<file path="src/hw/rtl/ddp_short_long_header_converter_assert.svh">
// Assertion macros for the header converter; empty under synthesis.
`ifndef DDP_SHORT_LONG_HEADER_CONVERTER_ASSERT_SVH
`define DDP_SHORT_LONG_HEADER_CONVERTER_ASSERT_SVH

`ifndef SYNTHESIS
// Check a property on every clock edge outside reset.
`define SLHC_ASSERT(name, prop, msg) \
  name: assert property (@(posedge clk) disable iff (rst) (prop)) else $error(msg);
// Check that a condition implies another in the next cycle.
`define SLHC_ASSERT_NEXT(name, ante, cons, msg) \
  name: assert property (@(posedge clk) disable iff (rst) (ante) |=> (cons)) else $error(msg);
`else
`define SLHC_ASSERT(name, prop, msg)
`define SLHC_ASSERT_NEXT(name, ante, cons, msg)
`endif

`endif

</file>
<file path="src/hw/rtl/ddp_slhc_pkg.sv">
package ddp_slhc_pkg;

  // Room for the results of one input byte, and the width of a count of them
  localparam int MAX_RESULTS = 10;
  localparam int CNT_W = $clog2(MAX_RESULTS + 1);

  localparam logic [10:0] POS_MAX     = 11'h7ff;
  localparam logic [10:0] LIMIT_RESET = 11'h7ff;
  localparam logic [7:0]  NBP_TYPE    = 8'd2;
  localparam logic [7:0]  BCAST_NODE  = 8'hff;
  localparam logic [3:0]  COUNT_MASK  = 4'hf;
  localparam logic [9:0]  HDR_DELTA   = 10'd8;

  // One input transaction: a packet byte plus the long header addresses
  typedef struct packed {
    logic        op;
    logic [7:0]  in_byte;
    logic        in_last;
    logic [7:0]  dst_node;
    logic [15:0] dst_net;
    logic [7:0]  source_node;
    logic [15:0] src_net;
  } in_t;

  // One output transaction
  typedef struct packed {
    logic [7:0] out_byte;
    logic       out_last;
    logic       out_status;
  } out_t;

  // All results caused by one input byte, first result at index 0
  typedef struct packed {
    logic [CNT_W-1:0]             count;
    out_t [MAX_RESULTS-1:0]       items;
  } res_set_t;

endpackage

</file>
<file path="src/hw/rtl/ddp_slhc_core.sv">
module ddp_slhc_core (
  input  logic                  clk,
  input  logic                  rst,
  input  logic                  accept,
  input  ddp_slhc_pkg::in_t     item,
  input  logic [10:0]           out_limit,
  output ddp_slhc_pkg::res_set_t res
);

  typedef enum logic [2:0] {
    PH_COUNT,
    PH_ID,
    PH_NET_HI,
    PH_NET_LO,
    PH_NODE,
    PH_SOCKET,
    PH_ENUM,
    PH_NAMES
  } nbp_phase_t;

  // Byte positions of interest in the incoming header
  localparam logic [10:0] POS_LEN_HI = 11'd0;
  localparam logic [10:0] POS_LEN_LO = 11'd1;
  localparam logic [10:0] POS_S_DSK  = 11'd2;
  localparam logic [10:0] POS_S_SSK  = 11'd3;
  localparam logic [10:0] POS_S_TYPE = 11'd4;
  localparam logic [10:0] POS_L_DSK  = 11'd10;
  localparam logic [10:0] POS_L_SSK  = 11'd11;
  localparam logic [10:0] POS_L_TYPE = 11'd12;

  // Packet state
  logic [10:0] pos, pos_next;
  logic [9:0]  packet_length, packet_length_next;
  logic        direction_held, direction_held_next;
  logic        rejecting, rejecting_next;
  logic        is_nbp, is_nbp_next;
  nbp_phase_t  nbp_phase, nbp_phase_next;
  logic [3:0]  tuples_left, tuples_left_next;
  logic [7:0]  name_bytes_left, name_bytes_left_next;
  logic [1:0]  names_left, names_left_next;
  logic [15:0] tuple_net, tuple_net_next;
  logic [7:0]  dnode, dnode_next, snode, snode_next;
  logic [15:0] dnet, dnet_next, snet, snet_next;

  // NBP walk candidates
  nbp_phase_t  n_phase;
  logic [3:0]  n_tuples, tl_dec;
  logic [7:0]  n_nbl, nbp_out;
  logic [1:0]  n_names, names_dec;
  logic        n_is_nbp, tuple_end;

  // Result assembly
  logic [9:0]                       pl_full;
  logic [10:0]                      nl;
  logic                             reject_now, end_pkt, mark_last;
  logic [ddp_slhc_pkg::CNT_W-1:0]   k;
  ddp_slhc_pkg::out_t [ddp_slhc_pkg::MAX_RESULTS-1:0] items;

  // Walk one byte of the NBP tuple list
  always_comb begin
    nbp_out   = item.in_byte;
    n_phase   = nbp_phase;
    n_tuples  = tuples_left;
    n_nbl     = name_bytes_left;
    n_names   = names_left;
    n_is_nbp  = is_nbp;
    tuple_end = 1'b0;
    tl_dec    = tuples_left - 4'd1;
    names_dec = names_left - 2'd1;
    case (nbp_phase)
      PH_COUNT: begin
        n_tuples = item.in_byte[3:0] & ddp_slhc_pkg::COUNT_MASK;
        if (n_tuples == 4'd0) n_is_nbp = 1'b0;
        else n_phase = PH_ID;
      end
      PH_ID:     n_phase = PH_NET_HI;
      PH_NET_HI: begin
        n_phase = PH_NET_LO;
        nbp_out = tuple_net[15:8];
      end
      PH_NET_LO: begin
        n_phase = PH_NODE;
        nbp_out = tuple_net[7:0];
      end
      PH_NODE:   n_phase = PH_SOCKET;
      PH_SOCKET: n_phase = PH_ENUM;
      PH_ENUM: begin
        n_phase = PH_NAMES;
        n_names = 2'd3;
        n_nbl   = 8'd0;
      end
      PH_NAMES: begin
        if (name_bytes_left == 8'd0) begin
          n_names   = names_dec;
          n_nbl     = item.in_byte;
          tuple_end = (item.in_byte == 8'd0) && (names_dec == 2'd0);
        end else begin
          n_nbl     = name_bytes_left - 8'd1;
          tuple_end = (name_bytes_left == 8'd1) && (names_left == 2'd0);
        end
      end
      default: ;
    endcase
    // Advance to the next tuple or leave the walk
    if (tuple_end) begin
      n_tuples = tl_dec;
      if (tl_dec == 4'd0) n_is_nbp = 1'b0;
      else n_phase = PH_NET_HI;
    end
  end

  // Convert one byte and work out the next packet state
  always_comb begin
    pos_next             = pos;
    packet_length_next   = packet_length;
    direction_held_next  = direction_held;
    rejecting_next       = rejecting;
    is_nbp_next          = is_nbp;
    nbp_phase_next       = nbp_phase;
    tuples_left_next     = tuples_left;
    name_bytes_left_next = name_bytes_left;
    names_left_next      = names_left;
    tuple_net_next       = tuple_net;
    dnode_next           = dnode;
    dnet_next            = dnet;
    snode_next           = snode;
    snet_next            = snet;
    items                = '0;
    k                    = '0;
    reject_now           = 1'b0;
    end_pkt              = 1'b0;
    mark_last            = 1'b0;
    pl_full = {packet_length[9:8], item.in_byte};
    nl = direction_held ? {1'b0, pl_full - ddp_slhc_pkg::HDR_DELTA}
                        : {1'b0, pl_full} + {1'b0, ddp_slhc_pkg::HDR_DELTA};

    if (rejecting) begin
      // Drop bytes of a rejected packet until its end
      end_pkt = item.in_last;
    end else begin
      if (pos == POS_LEN_HI) begin
        direction_held_next = item.op;
        dnode_next = item.dst_node;
        dnet_next  = (item.dst_node == ddp_slhc_pkg::BCAST_NODE) ? 16'd0 : item.dst_net;
        snode_next = item.source_node;
        snet_next  = item.src_net;
        packet_length_next = {item.in_byte[1:0], 8'h00};
      end else if (pos == POS_LEN_LO) begin
        packet_length_next = pl_full;
        if (nl > out_limit) begin
          reject_now = 1'b1;
          items[0].out_status = 1'b1;
          k = ddp_slhc_pkg::CNT_W'(1);
        end else begin
          items[0].out_byte = {5'd0, nl[10:8]};
          items[1].out_byte = nl[7:0];
          k = ddp_slhc_pkg::CNT_W'(2);
        end
      end else if (!direction_held) begin
        if (pos == POS_S_DSK) begin
          // Expand into checksum, nets and nodes ahead of the socket byte
          items[2].out_byte = dnet[15:8];
          items[3].out_byte = dnet[7:0];
          items[4].out_byte = snet[15:8];
          items[5].out_byte = snet[7:0];
          items[6].out_byte = dnode;
          items[7].out_byte = snode;
          items[8].out_byte = item.in_byte;
          k = ddp_slhc_pkg::CNT_W'(9);
        end else if (pos == POS_S_SSK) begin
          items[0].out_byte = item.in_byte;
          k = ddp_slhc_pkg::CNT_W'(1);
        end else if (pos == POS_S_TYPE) begin
          is_nbp_next    = (item.in_byte == ddp_slhc_pkg::NBP_TYPE);
          nbp_phase_next = PH_COUNT;
          tuple_net_next = snet;
          items[0].out_byte = item.in_byte;
          k = ddp_slhc_pkg::CNT_W'(1);
        end else begin
          items[0].out_byte = is_nbp ? nbp_out : item.in_byte;
          k = ddp_slhc_pkg::CNT_W'(1);
          if (is_nbp) begin
            is_nbp_next          = n_is_nbp;
            nbp_phase_next       = n_phase;
            tuples_left_next     = n_tuples;
            name_bytes_left_next = n_nbl;
            names_left_next      = n_names;
          end
        end
      end else begin
        if (pos == POS_L_DSK || pos == POS_L_SSK) begin
          items[0].out_byte = item.in_byte;
          k = ddp_slhc_pkg::CNT_W'(1);
        end else if (pos == POS_L_TYPE) begin
          is_nbp_next    = (item.in_byte == ddp_slhc_pkg::NBP_TYPE);
          nbp_phase_next = PH_COUNT;
          tuple_net_next = 16'd0;
          items[0].out_byte = item.in_byte;
          k = ddp_slhc_pkg::CNT_W'(1);
        end else if (pos > POS_L_TYPE) begin
          items[0].out_byte = is_nbp ? nbp_out : item.in_byte;
          k = ddp_slhc_pkg::CNT_W'(1);
          if (is_nbp) begin
            is_nbp_next          = n_is_nbp;
            nbp_phase_next       = n_phase;
            tuples_left_next     = n_tuples;
            name_bytes_left_next = n_nbl;
            names_left_next      = n_names;
          end
        end
      end

      if (reject_now) begin
        mark_last = 1'b1;
        if (item.in_last) begin
          end_pkt = 1'b1;
        end else begin
          rejecting_next = 1'b1;
          pos_next       = POS_S_DSK;
        end
      end else begin
        pos_next = (pos != ddp_slhc_pkg::POS_MAX) ? pos + 11'd1 : ddp_slhc_pkg::POS_MAX;
        if (item.in_last) begin
          // A packet cut off with nothing due still ends in a status result
          if (k == '0) begin
            items[0].out_status = 1'b1;
            k = ddp_slhc_pkg::CNT_W'(1);
          end
          mark_last = 1'b1;
          end_pkt   = 1'b1;
        end
      end
    end

    // Flag the final result of the packet
    for (int i = 0; i < ddp_slhc_pkg::MAX_RESULTS; i++) begin
      if (mark_last && k == ddp_slhc_pkg::CNT_W'(i + 1)) items[i].out_last = 1'b1;
    end

    if (end_pkt) begin
      pos_next             = '0;
      packet_length_next   = '0;
      rejecting_next       = 1'b0;
      is_nbp_next          = 1'b0;
      nbp_phase_next       = PH_COUNT;
      tuples_left_next     = '0;
      name_bytes_left_next = '0;
      names_left_next      = '0;
    end

    res.count = k;
    res.items = items;
  end

  // Hold packet state; advance on each accepted transaction
  always_ff @(posedge clk) begin
    if (rst) begin
      pos             <= '0;
      packet_length   <= '0;
      direction_held  <= 1'b0;
      rejecting       <= 1'b0;
      is_nbp          <= 1'b0;
      nbp_phase       <= PH_COUNT;
      tuples_left     <= '0;
      name_bytes_left <= '0;
      names_left      <= '0;
    end else if (accept) begin
      pos             <= pos_next;
      packet_length   <= packet_length_next;
      direction_held  <= direction_held_next;
      rejecting       <= rejecting_next;
      is_nbp          <= is_nbp_next;
      nbp_phase       <= nbp_phase_next;
      tuples_left     <= tuples_left_next;
      name_bytes_left <= name_bytes_left_next;
      names_left      <= names_left_next;
    end
    if (accept) begin
      tuple_net <= tuple_net_next;
      dnode     <= dnode_next;
      dnet      <= dnet_next;
      snode     <= snode_next;
      snet      <= snet_next;
    end
  end

endmodule

</file>
<file path="src/hw/rtl/ddp_short_long_header_converter.sv">
// Latency: the first result of a byte is offered the cycle after the byte is accepted.
// Throughput: one byte per cycle while the result buffer is empty or emptying; a byte
//   with n results holds the input until the buffer, which drains one result per cycle
//   while result_ready is high, holds only one (9 for a short destination socket byte, 2 for the length low byte).
// Reset: synchronous, active high; clears packet state and the result buffer and sets
//   out_limit to 2047.
`include "ddp_short_long_header_converter_assert.svh"

module ddp_short_long_header_converter (
  input  logic                clk,
  input  logic                rst,
  input  logic                cfg_wr_en,
  input  logic [10:0]         cfg_wr_data,
  input  logic                item_valid,
  output logic                item_ready,
  input  ddp_slhc_pkg::in_t   item,
  output logic                result_valid,
  input  logic                result_ready,
  output ddp_slhc_pkg::out_t  result
);

  logic [10:0]                    out_limit;
  logic [ddp_slhc_pkg::CNT_W-1:0] cnt;
  ddp_slhc_pkg::out_t             rbuf [ddp_slhc_pkg::MAX_RESULTS];
  ddp_slhc_pkg::res_set_t         res;
  logic                           load, pop;

  ddp_slhc_core u_core (
    .clk       (clk),
    .rst       (rst),
    .accept    (load),
    .item      (item),
    .out_limit (out_limit),
    .res       (res)
  );

  // Take a new transaction once the buffer empties this cycle
  assign item_ready   = (cnt == '0) ||
                        (cnt == ddp_slhc_pkg::CNT_W'(1) && result_ready);
  assign load         = item_valid && item_ready;
  assign result_valid = (cnt != '0);
  assign pop          = result_valid && result_ready;
  assign result       = rbuf[0];

  // Hold the limit register
  always_ff @(posedge clk) begin
    if (rst) begin
      out_limit <= ddp_slhc_pkg::LIMIT_RESET;
    end else if (cfg_wr_en) begin
      out_limit <= cfg_wr_data;
    end
  end

  // Load results of an accepted byte, else shift out one per taken result
  always_ff @(posedge clk) begin
    if (rst) begin
      cnt <= '0;
    end else if (load) begin
      cnt <= res.count;
    end else if (pop) begin
      cnt <= cnt - ddp_slhc_pkg::CNT_W'(1);
    end
    if (load) begin
      for (int i = 0; i < ddp_slhc_pkg::MAX_RESULTS; i++) rbuf[i] <= res.items[i];
    end else if (pop) begin
      for (int i = 0; i < ddp_slhc_pkg::MAX_RESULTS - 1; i++) rbuf[i] <= rbuf[i + 1];
    end
  end

  `SLHC_ASSERT(a_status_ends, !(result_valid && result.out_status) || result.out_last, "status result without last")
  `SLHC_ASSERT(a_cnt_range, cnt <= ddp_slhc_pkg::CNT_W'(ddp_slhc_pkg::MAX_RESULTS), "result count overflow")
  `SLHC_ASSERT_NEXT(a_load_shows, load && res.count != '0, result_valid, "loaded results not offered")

endmodule

</file>
<file path="config.mk">
export PLATFORM = sky130hd
export DESIGN_NAME = ddp_short_long_header_converter
export DESIGN_NICKNAME = d
export VERILOG_FILES = /design/src/hw/rtl/ddp_slhc_pkg.sv /design/src/hw/rtl/ddp_slhc_core.sv /design/src/hw/rtl/ddp_short_long_header_converter.sv
export VERILOG_INCLUDE_DIRS = /design/src /design/src/hw/rtl
export SDC_FILE = /design/constraint.sdc
export NUM_CORES = 1
export LEC_CHECK = 0
export BUFFER_PORTS_ARGS = -buffer_cell sky130_fd_sc_hd__buf_2
export CAP_MARGIN = 20
export CORE_ASPECT_RATIO = 0.75
export CORE_MARGIN = 5
export CORE_UTILIZATION = 45
export DETAILED_ROUTE_END_ITERATION = 10
export PLACE_DENSITY = 0.65
export SLEW_MARGIN = 20
export SYNTH_ARGS = -nofsm -noshare
export SYNTH_HDL_FRONTEND = slang
export SYNTH_HIERARCHICAL = 1
export SYNTH_SLANG_ARGS = --single-unit
export TNS_END_PERCENT = 100
</file>
<file path="constraint.sdc">
create_clock -name clk -period 11.54 [get_ports clk]
set_input_delay 1.731 -clock clk [delete_from_list [all_inputs] [get_ports clk]]
set_output_delay 1.731 -clock clk [all_outputs]
set_load 0.05 [all_outputs]
</file>
==> reports/qor.tcl <==
set qor(maximum_number_of_pins_on_one_net_before_global_route_repair) 76
set qor(min_path_cells) 2
set qor(grt_setup_unrepaired) {false}
set qor(core-area_mm2) 0.02397
set qor(end_kind) {register}
set qor(setup.worst_path.class) {in -> reg}
set qor(max_freq_mhz) 210.6
set qor(slew-limit-headroom) 0.2745
set qor(max_cap_violations) 0
set qor(finalCritPeriodShare) 0.4116
set qor(hold_violations) 0
set qor(floorplan.io_pins) 86
set qor(min_from) {u_core/names_left[1]$_SDFFE_PP0P_}
set qor(finalNetCount) 1110
set qor(cts_sinks) 212
set qor(timing.setup.tns_ns) 0
set qor(cts_tree) {done}
set qor(timing_worst_slew_pin_value_ns) 1.078
set qor(worstReg2RegEnd) {rbuf[0][2]$_DFFE_PP_}
set qor(power-per-cell-area_mw_per_mm2) 220.5
set qor(cts.htree.levels) 1
set qor(result_of_the_run) {finished clean}
set qor(antenna_cells_inserted) 0
set qor(cts_setup_buffers) 0
set qor(wl_per_cell_um) 18.08
set qor(clockRootBuffer) {clkbuf_16}
set qor(dieHeight_um) 145.1
set qor(avgSynthCellArea_um2) 11.49
set qor(critPathTopFamily) {simple AND/OR/NAND/NOR gates}
set qor(layout-drive-gt1-share) 0.1424
set qor(power.leakage_uw) 0.004789
set qor(clock_insertion_delay_worst_skew_ns) 0.51
set qor(grt-ovfl-total) 0
set qor(synth_enable_flop_cells) 164
set qor(nFillCells) 2097
set qor(hold-path-endpoint) {u_core/names_left[1]$_SDFFE_PP0P_}
set qor(timing.critical_path.slowest_cell_delay_ns) 0.55
set qor(detailed_place_hpwl_um) 16530
set qor(postCtsResizedCells) 0
set qor(gpl.final_weighted_congestion) 0.9012
set qor(p_total_uw) 2692
set qor(clk_pin_slew_worst_paths_ns) 0.06
set qor(initial_cell_density_of_the_core) 0.4566
set qor(dieArea_mm2) 0.02757
set qor(worst_min_delay_path_category) {reg -> reg}
set qor(netlist-cell-type-count) 75
set qor(critPathMaxFanout) 13
set qor(share_of_synthesized_registers_carrying_an_async_set_or_reset) 0
set qor(detail_route.wirelength_um) 24510
set qor(via_count_of_the_first_global_routing_pass) 6941
set qor(dr.first_iter.drc_count) 696
set qor(post_synthesis_instance_total) 953
set qor(detail_route.drc_violations) 0
set qor(ant_nets) 0
set qor(fp.dieW_um) 190.1
set qor(yosysSeqAreaShare) 0.5377
set qor(final_period_minus_worst_setup_slack_ns) 4.749
set qor(setup.worst_path.start_class) {input pin}
set qor(tritoncts.num_buffers) 23
set qor(port-buffer-count) 85
set qor(most_frequent_standard_cell_in_the_layout_excluding_fill_and_tap_cells) {edfxtp_1}
set qor(worst_hold_slack_ns) 0.4551
set qor(timing.final.max_slew_violations) 0
set qor(routed-via-count) 7309
set qor(vdd_ir_drop_max_mv) 0.2140
set qor(timing.critical_path.depth) 14
set qor(rr_worst_depth) 15
set qor(synth_flop_cell) {edfxtp_1}
set qor(most-common-layout-cells) {164 x edfxtp_1, 90 x mux2_1, 85 x buf_2}
set qor(worstReg2RegStart) {u_core/direction_held$_SDFFE_PP0P_}
set qor(grt_antenna_before_repair) 0
set qor(synth-seq-cells) 212
set qor(yosys_warnings) 6
set qor(grt_first_pass_wirelength_um) 38580
set qor(timing.critical_path.cells) {buf_2 -> or4_4 -> nor2_1 -> a21oi_1 -> xor2_1 -> inv_1 -> ha_1 -> a21oi_1 -> nor2_1 -> a211oi_1 -> o21ba_2 -> nand4_1 -> o22ai_1 -> mux2_1}
set qor(setup_skew_ns) 0.01487
set qor(floorplan.rows) 49
set qor(r2r_setup_slack_ns) 7.64
set qor(firstDrtPassIters) 5
set qor(groute.usage.overall) 0.1731
set qor(final_setup_violating_endpoints) 0
set qor(avgViaCountPerCell) 5.390
set qor(worst-endpoint-arrival_ns) 5.12
set qor(post_cts_hold_buffer_count) 0
set qor(cp_data_required_time_ns) 11.91
set qor(synthesis.area_mm2) 0.01095
set qor(timing.critical_path.buf_inv) 2
set qor(area_delta_synth_final_pct) 11.57
set qor(cts_max_path_buffers) 3
set qor(worst_path_max_delay_cell) {or4_4}
## how the worst max path moves through the flow
stage | endpoint | slack (ns) | from
6_report | rbuf[0][2]$_DFFE_PP_ | 6.79 | item[52]
4_1_cts | rbuf[0][2]$_DFFE_PP_ | 6.79 | item[52]
5_1_grt | rbuf[0][3]$_DFFE_PP_ | 6.51 | item[52]
3_5_place_dp | rbuf[0][2]$_DFFE_PP_ | 6.28 | item[52]
2_1_floorplan | u_core/dnet[0]$_SDFFCE_PN0P_ | 6.14 | result_ready
3_3_place_gp | rbuf[0][2]$_DFFE_PP_ | 6.43 | item[52]
## final cells by class
cell class | count | area [µm²] | area share
tap | 331 | 414.1 | 0.03391
sequential | 212 | 5886 | 0.4820
clock inverter | 7 | 91.34 | 0.007480
inverter | 42 | 160.2 | 0.01311
multi-input combinational | 638 | 4552 | 0.3727
clock buffer | 33 | 623.1 | 0.05102
timing repair buffer | 93 | 485.5 | 0.03975
## tightest hold or removal path: cells and delay by family, from the launching register on
family | cells | cell delay [ns]
flip-flops | 1 | 0.30
AO/OA/AOI/OAI | 1 | 0.05
AND/OR/NAND/NOR | 1 | 0.05
## power by group
part / total [µW] / leakage, µW / switching, µW / internal [µW]
clock: 711 / 0.000348 / 291 / 420
sequential: 1270 / 0.00198 / 77.2 / 1190
combinational: 717 / 0.00246 / 500 / 216
total: 2690 / 0.00479 / 868 / 1820
## synth_stat cells, types with 5 or more instances
library cell / n / area share
edfxtp_1: 164 / 0.45
or3_1: 7 / 0.0040
nand2b_1: 8 / 0.0046
buf_4: 35 / 0.024
xnor2_1: 6 / 0.0048
a32o_1: 9 / 0.0082
mux2_1: 90 / 0.093
dfxtp_1: 48 / 0.088
nor2_1: 56 / 0.019
nand2_1: 60 / 0.021
ha_1: 26 / 0.030
a211oi_1: 16 / 0.011
o31ai_1: 9 / 0.0062
and2_1: 56 / 0.032
a21oi_1: 39 / 0.018
o21ai_0: 21 / 0.0096
clkbuf_1: 33 / 0.011
nand4_1: 10 / 0.0057
buf_2: 12 / 0.0055
nor4_1: 5 / 0.0029
nand3_1: 22 / 0.010
o211ai_1: 6 / 0.0041
nor3_1: 14 / 0.0064
a31oi_1: 8 / 0.0046
mux2i_1: 24 / 0.022
nor2b_1: 47 / 0.027
inv_1: 40 / 0.014
## registers in the layout, indices dropped and copies added, names as in the netlist
register / flops
rbuf: 100
u_core/dnet: 16
u_core/snet: 16
u_core/tuple_net: 16
out_limit: 11
u_core/pos: 11
u_core/dnode: 8
u_core/name_bytes_left: 8
u_core/snode: 8
cnt: 4
u_core/tuples_left: 4
u_core/nbp_phase: 3
u_core/names_left: 2
u_core/packet_length: 2
u_core/direction_held: 1
u_core/is_nbp: 1
u_core/rejecting: 1
## stage by stage
step | std cells | util | setup slack [ns] | instance area (µm²)
5_1_grt | 1356 | 0.5094 | 6.509 | 12210
6_report | 1356 | 0.5094 | 6.791 | 12210
2_1_floorplan | 977 | - | 6.137 | 11040
4_1_cts | 1356 | 0.5092 | 6.794 | 12210
3_3_place_gp | 1316 | 0.4794 | 6.431 | 11490
3_5_place_dp | 1316 | 0.4794 | 6.279 | 11490
## kinds of logic after synthesis
logic type,share of synthesized area
AND/OR/NAND/NOR,0.1533
flip-flops,0.5377
AO/OA/AOI/OAI,0.09751
buffers and inverters,0.05784
multiplexers,0.1156
adder cells (fa/ha/maj),0.02972
XOR/XNOR,0.008001
other,0.0003426
## per-layer routing
metal / up-vias / wire, µm / track usage
met4: 0 / 431 / 0.03326
met1: 3517 / 11950 / 0.2686
met3: 32 / 1961 / 0.04131
li1: 3496 / - / -
met2: 264 / 10160 / 0.2486
met5: - / 0 / 0
Power figures use the tool's default switching activity.
